**config.mk**
```make
export PLATFORM = sky130hd
export DESIGN_NAME = lcd_register_and_palette_unit
export DESIGN_NICKNAME = d
export VERILOG_FILES = /design/src/rtl/lcdrp_pkg.sv /design/src/rtl/lcdrp_pal_mem.sv /design/src/rtl/lcd_register_and_palette_unit.sv
export SDC_FILE = /design/constraint.sdc
export NUM_CORES = 2
export LEC_CHECK = 0
export BUFFER_PORTS_ARGS = -buffer_cell sky130_fd_sc_hd__buf_2
export CELL_PAD_IN_SITES_DETAIL_PLACEMENT = 0
export CELL_PAD_IN_SITES_GLOBAL_PLACEMENT = 2
export CORE_MARGIN = 2
export CORE_UTILIZATION = 45
export DETAILED_ROUTE_END_ITERATION = 6
export PLACE_DENSITY = 0.78
export SLEW_MARGIN = 20
export SYNTH_ARGS = -nofsm -noshare
export SYNTH_HDL_FRONTEND = slang
export SYNTH_SLANG_ARGS = --single-unit
export TNS_END_PERCENT = 5
```
**constraint.sdc**
```tcl
create_clock -name i_clk -period 4 [get_ports i_clk]
set_clock_uncertainty 0.1 [all_clocks]
set_input_delay 0.6 -clock i_clk [delete_from_list [all_inputs] [get_ports i_clk]]
set_output_delay 0.6 -clock i_clk [all_outputs]
set_load 0.02 [all_outputs]
```
**src/rtl/lcdrp_pkg.sv**
```systemverilog
// Shared constants, codes and colour helpers for the LCD register and palette unit.
`timescale 1ns / 1ps

package lcdrp_pkg;

    localparam int PAL_BYTES    = 64;
    localparam int PAL_ROWS     = PAL_BYTES / 2;
    localparam int PAL_AW       = $clog2(PAL_BYTES);
    localparam int PAL_RW       = $clog2(PAL_ROWS);
    localparam int LCD_REG_NUM  = 12;

    localparam logic [2:0] OP_READ   = 3'd0;
    localparam logic [2:0] OP_WRITE  = 3'd1;
    localparam logic [2:0] OP_STATUS = 3'd2;
    localparam logic [2:0] OP_BG     = 3'd3;
    localparam logic [2:0] OP_OBJ    = 3'd4;

    localparam logic        CFG_COLOUR_MODE = 1'b0;
    localparam logic        CFG_DMG_COLOUR  = 1'b1;

    localparam logic [3:0] REG_LCDC = 4'd0;
    localparam logic [3:0] REG_STAT = 4'd1;
    localparam logic [3:0] REG_LY   = 4'd4;
    localparam logic [3:0] REG_LYC  = 4'd5;
    localparam logic [3:0] REG_BGP  = 4'd7;
    localparam logic [3:0] REG_OBP0 = 4'd8;
    localparam logic [3:0] REG_OBP1 = 4'd9;
    localparam logic [3:0] REG_LAST = 4'd11;

    localparam logic [11:0] ADDR_LCD_PAGE = 12'hFF4;
    localparam logic [15:0] ADDR_LCDC     = 16'hFF40;
    localparam logic [15:0] ADDR_STAT     = 16'hFF41;
    localparam logic [15:0] ADDR_LY       = 16'hFF44;
    localparam logic [15:0] ADDR_LYC      = 16'hFF45;
    localparam logic [15:0] ADDR_BGPI     = 16'hFF68;
    localparam logic [15:0] ADDR_BGPD     = 16'hFF69;
    localparam logic [15:0] ADDR_OBPI     = 16'hFF6A;
    localparam logic [15:0] ADDR_OBPD     = 16'hFF6B;
    localparam logic [15:0] ADDR_OPRI     = 16'hFF6C;

    localparam logic [7:0] STAT_WR_MASK = 8'h78;
    localparam logic [7:0] PTR_WR_MASK  = 8'hBF;
    localparam logic [7:0] PTR_RD_SET   = 8'h40;
    localparam logic [7:0] BYTE_OPEN    = 8'hFF;
    localparam logic [7:0] ALPHA        = 8'hFF;

    typedef enum logic [1:0] {
        S_IDLE = 2'b01,
        S_BUSY = 2'b10
    } t_state;

    function automatic logic [7:0] lcd_reg_reset(input logic [3:0] idx);
        logic [7:0] v;
        unique case (idx)
            REG_LCDC: v = 8'h91;
            REG_STAT: v = 8'h80;
            REG_BGP:  v = 8'hFC;
            REG_OBP0: v = 8'hFF;
            REG_OBP1: v = 8'hFF;
            default:  v = 8'h00;
        endcase
        return v;
    endfunction

    function automatic logic [1:0] shade_of(input logic [7:0] pal, input logic [1:0] idx);
        logic [1:0] s;
        unique case (idx)
            2'd0:    s = pal[1:0];
            2'd1:    s = pal[3:2];
            2'd2:    s = pal[5:4];
            default: s = pal[7:6];
        endcase
        return s;
    endfunction

    function automatic logic [7:0] widen5(input logic [4:0] c);
        return {c, c[4:2]};
    endfunction

    function automatic logic [31:0] rgb_to_argb(input logic [15:0] rgb);
        return {ALPHA, widen5(rgb[14:10]), widen5(rgb[9:5]), widen5(rgb[4:0])};
    endfunction

    function automatic logic [31:0] mono_argb(input logic [1:0] s);
        logic [7:0] m;
        unique case (s)
            2'd0:    m = 8'hFF;
            2'd1:    m = 8'hAA;
            2'd2:    m = 8'h55;
            default: m = 8'h00;
        endcase
        return {ALPHA, m, m, m};
    endfunction

endpackage

```
**src/rtl/lcdrp_pal_mem.sv**
```systemverilog
// Colour palette memory: byte writes, two-byte row reads, per-byte valid bits.
`timescale 1ns / 1ps

module lcdrp_pal_mem
    import lcdrp_pkg::*;
(
    input  logic                i_clk,
    input  logic                i_rst_n,
    input  logic                i_rd_en,
    input  logic [PAL_RW-1:0]   i_rd_row,
    input  logic                i_we,
    input  logic [PAL_AW-1:0]   i_wr_addr,
    input  logic [7:0]          i_wr_data,
    output logic [15:0]         o_rd_data
);

    logic [7:0]          r_mem_lo [PAL_ROWS];
    logic [7:0]          r_mem_hi [PAL_ROWS];
    logic [PAL_ROWS-1:0] r_vld_lo;
    logic [PAL_ROWS-1:0] r_vld_hi;
    logic [7:0]          r_rd_lo;
    logic [7:0]          r_rd_hi;
    logic                r_rd_vld_lo;
    logic                r_rd_vld_hi;
    logic [PAL_RW-1:0]   wr_row;

    assign wr_row = i_wr_addr[PAL_AW-1:1];

    always_ff @(posedge i_clk) begin
        if (i_we && !i_wr_addr[0]) begin
            r_mem_lo[wr_row] <= i_wr_data;
        end
        if (i_we && i_wr_addr[0]) begin
            r_mem_hi[wr_row] <= i_wr_data;
        end
        if (i_rd_en) begin
            r_rd_lo     <= r_mem_lo[i_rd_row];
            r_rd_hi     <= r_mem_hi[i_rd_row];
            r_rd_vld_lo <= r_vld_lo[i_rd_row];
            r_rd_vld_hi <= r_vld_hi[i_rd_row];
        end
    end

    always_ff @(posedge i_clk) begin
        if (!i_rst_n) begin
            r_vld_lo <= '0;
            r_vld_hi <= '0;
        end else if (i_we) begin
            if (i_wr_addr[0]) begin
                r_vld_hi[wr_row] <= 1'b1;
            end else begin
                r_vld_lo[wr_row] <= 1'b1;
            end
        end
    end

    assign o_rd_data = {r_rd_vld_hi ? r_rd_hi : BYTE_OPEN,
                        r_rd_vld_lo ? r_rd_lo : BYTE_OPEN};

endmodule

```
**src/rtl/lcd_register_and_palette_unit.sv**
```systemverilog
// Top level: LCD registers, palette index logic, bus decode and colour lookup.
//
//  channel | signals                         | beat taken when
//  in      | i_valid / o_ready, i_opcode ... | i_valid & o_ready
//  out     | o_valid / i_ready, o_read_data..| o_valid & i_ready
//  config  | i_cfg_we, i_cfg_index, i_cfg_data | i_cfg_we
//
//  An item's palette row is read at accept; the result and write-back follow in
//  the busy state, from the registered read data of the palette memories.
//  The finished beat sits in the output register; a new item is taken meanwhile,
//  and waits in the busy state while the output register is still full.
//  Reset is synchronous and needs no clearing pass: valid bits mark written bytes.
`timescale 1ns / 1ps

module lcd_register_and_palette_unit
    import lcdrp_pkg::*;
(
    input  logic        i_clk,
    input  logic        i_rst_n,
    input  logic        i_cfg_we,
    input  logic        i_cfg_index,
    input  logic        i_cfg_data,
    input  logic        i_valid,
    output logic        o_ready,
    input  logic [2:0]  i_opcode,
    input  logic [15:0] i_address,
    input  logic [7:0]  i_write_data,
    input  logic [1:0]  i_lcd_mode,
    input  logic [7:0]  i_line_number,
    input  logic        i_do_compare,
    input  logic        i_suppress_match,
    input  logic [2:0]  i_palette_number,
    input  logic [1:0]  i_colour_index,
    output logic        o_valid,
    input  logic        i_ready,
    output logic [7:0]  o_read_data,
    output logic [31:0] o_pixel_argb,
    output logic        o_enable_changed,
    output logic        o_stat_update
);

    t_state            r_state, n_state;
    logic              r_colour_mode;
    logic              r_dmg_colourise;
    logic [7:0]        r_lcd_regs [LCD_REG_NUM];
    logic [7:0]        n_lcd_regs [LCD_REG_NUM];
    logic [7:0]        r_bg_ptr, n_bg_ptr;
    logic [7:0]        r_obj_ptr, n_obj_ptr;
    logic              r_prio, n_prio;

    logic [2:0]        r_op;
    logic [15:0]       r_addr;
    logic [7:0]        r_wdata;
    logic [1:0]        r_mode;
    logic [7:0]        r_line;
    logic              r_cmp;
    logic              r_supp;
    logic [2:0]        r_pal;
    logic [1:0]        r_idx;

    logic              r_out_valid;
    logic [7:0]        r_read_data, n_read_data;
    logic [31:0]       r_pixel, n_pixel;
    logic              r_en_chg, n_en_chg;
    logic              r_stat_upd, n_stat_upd;

    logic              accept;
    logic              fin;
    logic              blocked;
    logic              reg_hit;
    logic [7:0]        obp_in, obp_r;
    logic [1:0]        shade_bg_in, shade_obj_in;
    logic [1:0]        shade_r;
    logic [PAL_RW-1:0] bg_row, obj_row;
    logic [15:0]       bg_rd, obj_rd;
    logic              bg_we, obj_we;
    logic [7:0]        bg_byte, obj_byte;
    logic [2:0]        co;

    assign o_ready = (r_state == S_IDLE);
    assign accept  = i_valid && o_ready;
    assign fin     = (r_state == S_BUSY) && (!r_out_valid || i_ready);

    assign blocked = r_lcd_regs[REG_LCDC][7] && (r_lcd_regs[REG_STAT][1:0] == 2'd3);
    assign reg_hit = (r_addr[15:4] == ADDR_LCD_PAGE) && (r_addr[3:0] <= REG_LAST);

    assign obp_in       = i_palette_number[0] ? r_lcd_regs[REG_OBP1] : r_lcd_regs[REG_OBP0];
    assign shade_bg_in  = shade_of(r_lcd_regs[REG_BGP], i_colour_index);
    assign shade_obj_in = shade_of(obp_in, i_colour_index);

    always_comb begin
        if (i_opcode == OP_BG) begin
            bg_row = r_colour_mode ? {i_palette_number, i_colour_index}
                                   : {3'd0, shade_bg_in};
        end else begin
            bg_row = r_bg_ptr[PAL_AW-1:1];
        end
        if (i_opcode == OP_OBJ) begin
            obj_row = r_colour_mode ? {i_palette_number, i_colour_index}
                                    : {2'd0, i_palette_number[0], shade_obj_in};
        end else begin
            obj_row = r_obj_ptr[PAL_AW-1:1];
        end
    end

    lcdrp_pal_mem u_bg_mem (
        .i_clk     (i_clk),
        .i_rst_n   (i_rst_n),
        .i_rd_en   (accept),
        .i_rd_row  (bg_row),
        .i_we      (bg_we),
        .i_wr_addr (r_bg_ptr[PAL_AW-1:0]),
        .i_wr_data (r_wdata),
        .o_rd_data (bg_rd)
    );

    lcdrp_pal_mem u_obj_mem (
        .i_clk     (i_clk),
        .i_rst_n   (i_rst_n),
        .i_rd_en   (accept),
        .i_rd_row  (obj_row),
        .i_we      (obj_we),
        .i_wr_addr (r_obj_ptr[PAL_AW-1:0]),
        .i_wr_data (r_wdata),
        .o_rd_data (obj_rd)
    );

    assign bg_byte  = r_bg_ptr[0]  ? bg_rd[15:8]  : bg_rd[7:0];
    assign obj_byte = r_obj_ptr[0] ? obj_rd[15:8] : obj_rd[7:0];
    assign obp_r    = r_pal[0] ? r_lcd_regs[REG_OBP1] : r_lcd_regs[REG_OBP0];
    assign shade_r  = shade_of((r_op == OP_BG) ? r_lcd_regs[REG_BGP] : obp_r, r_idx);

    always_comb begin
        n_state     = r_state;
        n_lcd_regs  = r_lcd_regs;
        n_bg_ptr    = r_bg_ptr;
        n_obj_ptr   = r_obj_ptr;
        n_prio      = r_prio;
        n_read_data = 8'h00;
        n_pixel     = 32'h0;
        n_en_chg    = 1'b0;
        n_stat_upd  = 1'b0;
        bg_we       = 1'b0;
        obj_we      = 1'b0;
        co          = 3'd0;

        unique case (r_state)
            S_IDLE: begin
                if (accept) begin
                    n_state = S_BUSY;
                end
            end
            S_BUSY: begin
                if (fin) begin
                    n_state = S_IDLE;
                end
            end
            default: n_state = S_IDLE;
        endcase

        case (r_op)
            OP_READ: begin
                if (reg_hit) begin
                    n_read_data = r_lcd_regs[r_addr[3:0]];
                end else if (!r_colour_mode) begin
                    n_read_data = BYTE_OPEN;
                end else begin
                    case (r_addr)
                        ADDR_BGPI: n_read_data = r_bg_ptr | PTR_RD_SET;
                        ADDR_OBPI: n_read_data = r_obj_ptr | PTR_RD_SET;
                        ADDR_BGPD: n_read_data = blocked ? BYTE_OPEN : bg_byte;
                        ADDR_OBPD: n_read_data = blocked ? BYTE_OPEN : obj_byte;
                        ADDR_OPRI: n_read_data = {7'h7F, r_prio};
                        default:   n_read_data = BYTE_OPEN;
                    endcase
                end
            end
            OP_WRITE: begin
                if (reg_hit) begin
                    if (r_addr == ADDR_STAT) begin
                        n_lcd_regs[REG_STAT] = 8'h80 | (r_wdata & STAT_WR_MASK)
                                             | {5'd0, r_lcd_regs[REG_STAT][2:0]};
                    end else if (r_addr != ADDR_LY) begin
                        n_lcd_regs[r_addr[3:0]] = r_wdata;
                    end
                    n_en_chg   = fin && (r_addr == ADDR_LCDC)
                                 && (r_wdata[7] != r_lcd_regs[REG_LCDC][7]);
                    n_stat_upd = (r_addr == ADDR_STAT) || (r_addr == ADDR_LYC);
                end else if (r_colour_mode) begin
                    case (r_addr)
                        ADDR_BGPI: n_bg_ptr  = r_wdata & PTR_WR_MASK;
                        ADDR_OBPI: n_obj_ptr = r_wdata & PTR_WR_MASK;
                        ADDR_BGPD: begin
                            bg_we = fin && !blocked;
                            if (r_bg_ptr[7]) begin
                                n_bg_ptr = {2'b10, r_bg_ptr[5:0] + 6'd1};
                            end
                        end
                        ADDR_OBPD: begin
                            obj_we = fin && !blocked;
                            if (r_obj_ptr[7]) begin
                                n_obj_ptr = {2'b10, r_obj_ptr[5:0] + 6'd1};
                            end
                        end
                        ADDR_OPRI: n_prio = r_wdata[0];
                        default: ;
                    endcase
                end
            end
            OP_STATUS: begin
                n_lcd_regs[REG_LY] = r_line;
                if (r_cmp) begin
                    co = (r_line == r_lcd_regs[REG_LYC]) ? 3'd4 : 3'd0;
                end else begin
                    co = {r_lcd_regs[REG_STAT][2], 2'd0};
                end
                if (r_supp) begin
                    co = 3'd0;
                end
                n_lcd_regs[REG_STAT] = {r_lcd_regs[REG_STAT][7:3], co[2], r_mode};
            end
            OP_BG: begin
                n_pixel = (r_colour_mode || r_dmg_colourise) ? rgb_to_argb(bg_rd)
                                                             : mono_argb(shade_r);
            end
            OP_OBJ: begin
                n_pixel = (r_colour_mode || r_dmg_colourise) ? rgb_to_argb(obj_rd)
                                                             : mono_argb(shade_r);
            end
            default: ;
        endcase
    end

    always_ff @(posedge i_clk) begin
        if (!i_rst_n) begin
            r_state         <= S_IDLE;
            r_colour_mode   <= 1'b0;
            r_dmg_colourise <= 1'b0;
            r_bg_ptr        <= 8'h00;
            r_obj_ptr       <= 8'h00;
            r_prio          <= 1'b0;
            r_out_valid     <= 1'b0;
            for (int i = 0; i < LCD_REG_NUM; i++) begin
                r_lcd_regs[i] <= lcd_reg_reset(4'(i));
            end
        end else begin
            r_state <= n_state;
            if (i_cfg_we && (i_cfg_index == CFG_COLOUR_MODE)) begin
                r_colour_mode <= i_cfg_data;
            end
            if (i_cfg_we && (i_cfg_index == CFG_DMG_COLOUR)) begin
                r_dmg_colourise <= i_cfg_data;
            end
            if (fin) begin
                r_lcd_regs  <= n_lcd_regs;
                r_bg_ptr    <= n_bg_ptr;
                r_obj_ptr   <= n_obj_ptr;
                r_prio      <= n_prio;
                r_out_valid <= 1'b1;
            end else if (i_ready) begin
                r_out_valid <= 1'b0;
            end
        end
    end

    always_ff @(posedge i_clk) begin
        if (accept) begin
            r_op    <= i_opcode;
            r_addr  <= i_address;
            r_wdata <= i_write_data;
            r_mode  <= i_lcd_mode;
            r_line  <= i_line_number;
            r_cmp   <= i_do_compare;
            r_supp  <= i_suppress_match;
            r_pal   <= i_palette_number;
            r_idx   <= i_colour_index;
        end
        if (fin) begin
            r_read_data <= n_read_data;
            r_pixel     <= n_pixel;
            r_en_chg    <= n_en_chg;
            r_stat_upd  <= n_stat_upd;
        end
    end

    assign o_valid          = r_out_valid;
    assign o_read_data      = r_read_data;
    assign o_pixel_argb     = r_pixel;
    assign o_enable_changed = r_en_chg;
    assign o_stat_update    = r_stat_upd;

endmodule
```
### Word-level counts from Yosys, hierarchy flattened

Memory sizes are Yosys's and may differ from the RTL's. A register that Yosys moved wholly into a read port is not among the register bits.
Index checks and enable logic that the tools add are counted.
W data, S select, Z words.

| cells by class | value |
|---|---|
| bitwise gates (word level) | 12 |
| multipliers | 0 |
| divide/modulo/power cells | 0 |
| shifts and indexed selects | 0 |
| mux-type cells | 77 |
| reductions and logical operators | 48 |
| magnitude comparators | 9 |
| equality and inequality tests | 36 |
| add/subtract/negate cells | 2 |

Operator list:

| operator | count |
|---|---|
| $mux W88 | 2 |
| $mux W8 | 19 |
| $eq A16 B16 Y1 const B | 8 |
| $or A32 B32 Y32 | 4 |
| $bwmux W96 | 1 |
| $mux W80 | 1 |
| $pmux W32 S2 | 1 |
| $pmux W8 S2 | 4 |
| $mux W24 | 2 |
| $pmux W8 S5 | 1 |
| $reduce_and A5 Y1 | 7 |
| $bmux W8 S4 | 1 |
| $demux W8 S4 | 1 |
| $lt A5 B6 Y1 const B | 4 |
| $mux W1 | 24 |
| $pmux W8 S3 | 1 |
| $bmux W1 S5 | 4 |
| $mux W5 | 4 |
| $pmux W2 S3 | 3 |
| $logic_and A1 B1 Y1 | 16 |
| $ne A16 B16 Y1 const B | 1 |
| $add A6 B1 Y6 const B | 2 |
| $eq A12 B12 Y1 const B | 1 |
| $ne A2 B2 Y1 const B | 6 |
| 28 further kinds | 66 |

| storage, ports and cells | value |
|---|---|
| logic and storage cells | 232 |
| register bits | 332 |
| ROM bits | 0 |
| bits in writable memories | 1024 |
| input port bits | 51 |
| memories | 4 |
| bits in latches | 0 |

Memory list:

| memory | depth | width | read ports | clocked after Yosys merged registers in | write ports | RTL line | RTL |
|---|---|---|---|---|---|---|---|
| u_bg_mem.r_mem_hi | 32 | 8 | 1 | 1 | 1 | lcdrp_pal_mem.sv:18 | `logic [7:0] r_mem_hi [PAL_ROWS];` |
| u_bg_mem.r_mem_lo | 32 | 8 | 1 | 1 | 1 | lcdrp_pal_mem.sv:17 | `logic [7:0] r_mem_lo [PAL_ROWS];` |
| u_obj_mem.r_mem_hi | 32 | 8 | 1 | 1 | 1 | lcdrp_pal_mem.sv:18 |  |
| u_obj_mem.r_mem_lo | 32 | 8 | 1 | 1 | 1 | lcdrp_pal_mem.sv:17 |  |

### Longest topological paths before layout

| depth | value |
|---|---|
| word-level depth | 11 |
| mapped depth | 11 |
| gate-level depth less buffers | 7 |

### Modules after synthesis

From an unflattened synthesis, not the netlist that was laid out.

| unflattened totals | value |
|---|---|
| cells, all modules | 3746 |
| area total of the unflattened synthesis | 56346.5 um^2 |

Modules (own cells, without submodules):

| module | area an instance (um^2) | instances | cells each | seq. area each (um^2) |
|---|---|---|---|---|
| lcdrp_pal_mem (u_obj_mem) | 23397.4 | 1 | 1410 | 17196.5 |
| lcdrp_pal_mem (u_bg_mem) | 23308.6 | 1 | 1410 | 17196.5 |
| lcd_register_and_palette_unit | 9640.5 | 1 | 926 | 4634.4 |

### Worst setup path before layout

No wires, ideal clock.

| timing | value |
|---|---|
| path type | input-to-reg |
| start | in i_ready |
| end | reg r_lcd_regs[82] (netlist bit) |
| library setup time | 0.126 ns |
| data required time | 3.774 ns |
| setup slack | 0.637 ns |
| stages | 6 |
| arrival time | 3.137 ns |
| path through | nor2b_1 -> nor2_1 -> nand3_1 -> buf_1 -> o21ai_0 -> a21boi_0 |

| between the ends | value |
|---|---|
| cells in the longest elaborated chain, start to end | 3 |

Ends and longest elaborated chain:

| element | RTL line | RTL |
|---|---|---|
| start, declared | lcd_register_and_palette_unit.sv:35 | `input logic i_ready,` |
| $logic_or A1 B1 Y1 | lcd_register_and_palette_unit.sv:82 | `assign fin = (r_state == S_BUSY) && (!r_out_valid \|\| i_ready);` |
| $logic_and A1 B1 Y1 | lcd_register_and_palette_unit.sv:82 |  |
| net fin | lcd_register_and_palette_unit.sv:68 | `logic fin;` |
| $reduce_and A5 Y1 (no line) | - |  |
| end signal, assigned by index | lcd_register_and_palette_unit.sv:244 | `r_lcd_regs[i] <= lcd_reg_reset(4'(i));` |
| end signal, assigned | lcd_register_and_palette_unit.sv:255 | `r_lcd_regs <= n_lcd_regs;` |
| end, declared | lcd_register_and_palette_unit.sv:45 | `logic [7:0] r_lcd_regs [LCD_REG_NUM];` |

The timed path passes the listed nets, and every way through them passes these cells.
A chain may end at the register's enable or synchronous reset.

### Worst setup path in the final report

| timing | value |
|---|---|
| start | reg r_addr[7] |
| end | mem u_obj_mem.r_mem_lo[1][4] (enable) |

| between the ends | value |
|---|---|
| cells in the longest elaborated chain, start to end | 8 |
| elaborated cells on any way between the ends | 10 |
| classes of those cells | eq/ne: 2; mux: 6; reduce/logical: 2 |

Ends and longest elaborated chain:

| element | RTL line | RTL |
|---|---|---|
| start, declared | lcd_register_and_palette_unit.sv:52 | `logic [15:0] r_addr;` |
| start signal, assigned | lcd_register_and_palette_unit.sv:269 | `r_addr <= i_address;` |
| $eq A16 B16 Y1 | lcd_register_and_palette_unit.sv:190 | `case (r_addr)` |
| $mux W1 | lcd_register_and_palette_unit.sv:190 |  |
| $mux W1 | lcd_register_and_palette_unit.sv:189 | `end else if (r_colour_mode) begin` |
| $mux W1 * | lcd_register_and_palette_unit.sv:179 | `if (reg_hit) begin` |
| $mux W1 * | lcd_register_and_palette_unit.sv:161 | `case (r_op)` |
| $logic_and A1 B1 Y1 * | lcdrp_pal_mem.sv:30 | `if (i_we && !i_wr_addr[0]) begin` |
| $mux W1 * | lcdrp_pal_mem.sv:30 |  |
| $mux W1 (not written as such) * | lcdrp_pal_mem.sv:31 | `r_mem_lo[wr_row] <= i_wr_data;` |
| end, declared | lcdrp_pal_mem.sv:17 |  |

Mark *: on every way between the ends. The rest lies on a longest branch, timed or not.

==> impl_metrics.env <==
export IMPL_synth_seq_cells=1381
export IMPL_viasPerCell=5.87
export IMPL_ys_seq_area_share_pct=69.1
export IMPL_synth_compound_area_share_pct=13.2
export IMPL_grt_max_degree=142
export IMPL_syn2layout_area_growth_pct=17.5
export IMPL_multi_input_comb_area_um2=16200
export IMPL_p_sw_share_pct=21.4
export IMPL_boundaryPins=95
export IMPL_p_switching_uw=6530
export IMPL_pwr_share_clk_pct=44.4
export IMPL_fp_dieH_um=358
export IMPL_drive_gt1_share_pct=16.5
export IMPL_clock_root_buffer="clkbuf_16"
export IMPL_relSlewSlack_pct=20.8
export IMPL_slew_violations=0
export IMPL_synthMuxAreaShare_pct=3.37
export IMPL_via_count=36600
export IMPL_synth_top_family_by_area="compound AO/OA/AOI/OAI gates"
export IMPL_grt_ovfl_total=0
export IMPL_p_per_area_nw_per_um2=461
export IMPL_hold_path_class="in2reg"
export IMPL_critPathKind="reg2reg"
export IMPL_fillers=10300
export IMPL_synth_fp_nets=4210
export IMPL_grt_usage_pct=24.8
export IMPL_place_gp_congestion=0.834
export IMPL_grt_pass1_vias=35500
export IMPL_worstPathRequired_ns=4.36
export IMPL_syn_area_per_cell_um2=13.6
export IMPL_dieArea_um2=128000
export IMPL_clkLatencyLatePin_ns=0.77
export IMPL_hold_violations=0
export IMPL_arrival_ns=4.09
export IMPL_ys_warn_count=0
export IMPL_finalCriticalPeriod_ns=3.73
export IMPL_finalCoreUtilization_pct=53.4
export IMPL_drtPass1Iterations=5
export IMPL_power_internal_uw=24100
export IMPL_ys_flop_type="edfxtp_1"
export IMPL_tightest_slew_ns=1.18
export IMPL_rsz0062_at_grt="false"
export IMPL_vdd_drop_max_uv=508
export IMPL_antenna_found_initial=3
export IMPL_initial_core_util_pct=45.5
export IMPL_endpoint_kind="flop"
export IMPL_seq_area_um2=39000
export IMPL_drv_cap=0
export IMPL_dpl_hpwl_mm=97.4
export IMPL_cts_buffers=147
export IMPL_cts_max_path_buffers=3
export IMPL_synth_edf_count=1137
export IMPL_netlist_area_um2=56400
export IMPL_finalSetupViolations=0
export IMPL_cp_max_fo=9
export IMPL_final_setup_tns_ns=0
export IMPL_post_drt_wl_per_cell_um=25.5
export IMPL_netlist_instances=4157
export IMPL_core_area_um2=124000
export IMPL_cts_tree="yes"
export IMPL_clock_fmax_ghz=0.268
export IMPL_cp_start_kind="flop"
export IMPL_routed_wl_mm=159
export IMPL_grt_pass1_wl_mm=237
export IMPL_dieWidth_um=358
export IMPL_leakage_uw=0.0227
export IMPL_htree_levels=4
export IMPL_rows=129
export IMPL_finalCritPeriodShare_pct=93.1
export IMPL_fin_nets=4529
export IMPL_p_seq_share_pct=51.4
export IMPL_yosys_area_share_simple_pct=11.7
export IMPL_path_clk_slew_ns=0.06
export IMPL_async_reset_ff_share_pct=0
export IMPL_outcome="finished, final reports clean"
export IMPL_synth_xor_area_share_pct=0.171
export IMPL_synthAdderAreaFrac_pct=0.0443
export IMPL_io_buffers=94
export IMPL_clock_sinks=1381
export IMPL_ant_nets=0
export IMPL_first_iter_violations=3836
export IMPL_drc=0
export IMPL_synth_cell_types=71
export IMPL_pwr_share_comb_pct=4.2
-- critical path, cell delays in order, from the launching register on --
cell and delay (ns):
edfxtp_1 0.41, nand4bb_1 0.36, or4_1 0.65, nor3_1 0.55
nor3b_2 0.42, nand2_1 0.44, nor2_1 0.23, buf_4 0.24
-- final timing paths --
check	startpoint	to	slack (ns)	cells past startpoint
setup / recovery	r_addr[7]	u_obj_mem.r_mem_lo[1][4]	0.27	7
hold / removal	i_cfg_index	r_dmg_colourise	0.06	4
setup reg to reg	r_addr[7]	u_obj_mem.r_mem_lo[1][4]	0.27	7
hold reg to reg	u_obj_mem.r_vld_hi[18]	u_obj_mem.r_vld_hi[18]	0.35	1
-- layout make-up --
class | count | area share [%]
diodes | 1 | 0.00377
clock buffers | 191 | 6.12
clock inverters | 75 | 1.15
inverters | 13 | 0.0736
multi-input cells | 2434 | 24.4
flip-flops and latches | 1381 | 58.8
well taps | 1637 | 3.09
repair buffers | 499 | 6.33
-- routing by layer --
metal / up-vias / global-route usage (%) / routed length (um)
li1: 16800 / - / -
met1: 18500 / 36.0 / 72300
met2: 1074 / 39.1 / 73900
met3: 224 / 3.44 / 8680
met4: 2 / 7.36 / 4240
met5: - / 0 / 11
-- stage by stage --
stage / cells / hold slack (ns) / power [uW] / setup WS (ns) / cell area, um2
2_1_floorplan: 4157 / 0.317 / 16700 / 0.637 / 56400
3_3_place_gp: 5923 / 0.335 / 17300 / 0.0815 / 61100
3_5_place_dp: 5923 / 0.336 / 17300 / 0.0640 / 61100
4_1_cts: 6230 / 0.00877 / 30800 / 0.344 / 66300
5_1_grt: 6230 / 0.0715 / 31500 / 0.201 / 66300
6_report: 6231 / 0.0621 / 30600 / 0.274 / 66300
-- power by group through the flow --
stage          sequential [uW]  combinational [uW]  clock [uW]
2_1_floorplan            16100                 582           0
3_3_place_gp             16000                1230           0
3_5_place_dp             16000                1240           0
4_1_cts                  15700                1270       13800
5_1_grt                  15700                1360       14400
6_report                 15700                1270       13600
-- sequential cells by signal, summed over array words and instances, names as in the netlist, 25 cells and up --
signal and count:
u_bg_mem.r_mem_lo 256, u_obj_mem.r_mem_hi 256, u_bg_mem.r_vld_lo 32, u_obj_mem.r_vld_lo 32, u_obj_mem.r_vld_hi 32, u_obj_mem.r_mem_lo 256
u_bg_mem.r_vld_hi 32, u_bg_mem.r_mem_hi 256, r_lcd_regs 96, o_pixel_argb 25
-- layout by cell type, fill, tap and decap left out, types with 75 or more instances in the layout --
| cell | n |
|---|---|
| buf_4 | 318 |
| buf_2 | 93 |
| a31oi_1 | 75 |
| clkbuf_16 | 154 |
| nor2b_1 | 76 |
| and2_1 | 147 |
| a311oi_1 | 75 |
| edfxtp_1 | 1137 |
| dfxtp_1 | 244 |
| nand2_1 | 393 |
| and3_1 | 298 |
| a211oi_1 | 504 |
| mux2i_1 | 100 |
| o21a_1 | 129 |
| nor2_1 | 179 |
-- synthesized netlist by cell type (all sizes together) (36+ instances only) --
library cell / number / share of area [%]
mux2i: 101 / 1.8
and3: 298 / 3.3
a211oi: 505 / 6.7
nand2: 395 / 2.6
nor2: 186 / 1.3
edfxtp: 1137 / 60
nand3: 52 / 0.47
and2: 148 / 1.6
clkbuf: 259 / 1.7
buf: 70 / 0.62
nand2b: 36 / 0.40
o41ai: 53 / 0.82
a311oi: 75 / 1.2
a31oi: 77 / 0.85
o21a: 129 / 1.7
dfxtp: 244 / 8.7
nor4: 41 / 0.49
nor2b: 76 / 0.84
-- kinds of logic after synthesis --
group | after synthesis
flip-flops | 1381
AND/OR/NAND/NOR | 1282
AO/OA/AOI/OAI | 988
buffers and inverters | 342
multiplexers | 151
XOR/XNOR | 11
adder cells (fa/ha/maj) | 2
-- repair_timing --
| item | CTS | global route |
|---|---|---|
| resized for setup | 0 | 0 |
| hold endpoints to repair | 41 | 0 |
| buffers inserted | 0 | 0 |
| hold buffers | 41 | 0 |
Note: power is estimated with default switching activity, not from simulation.
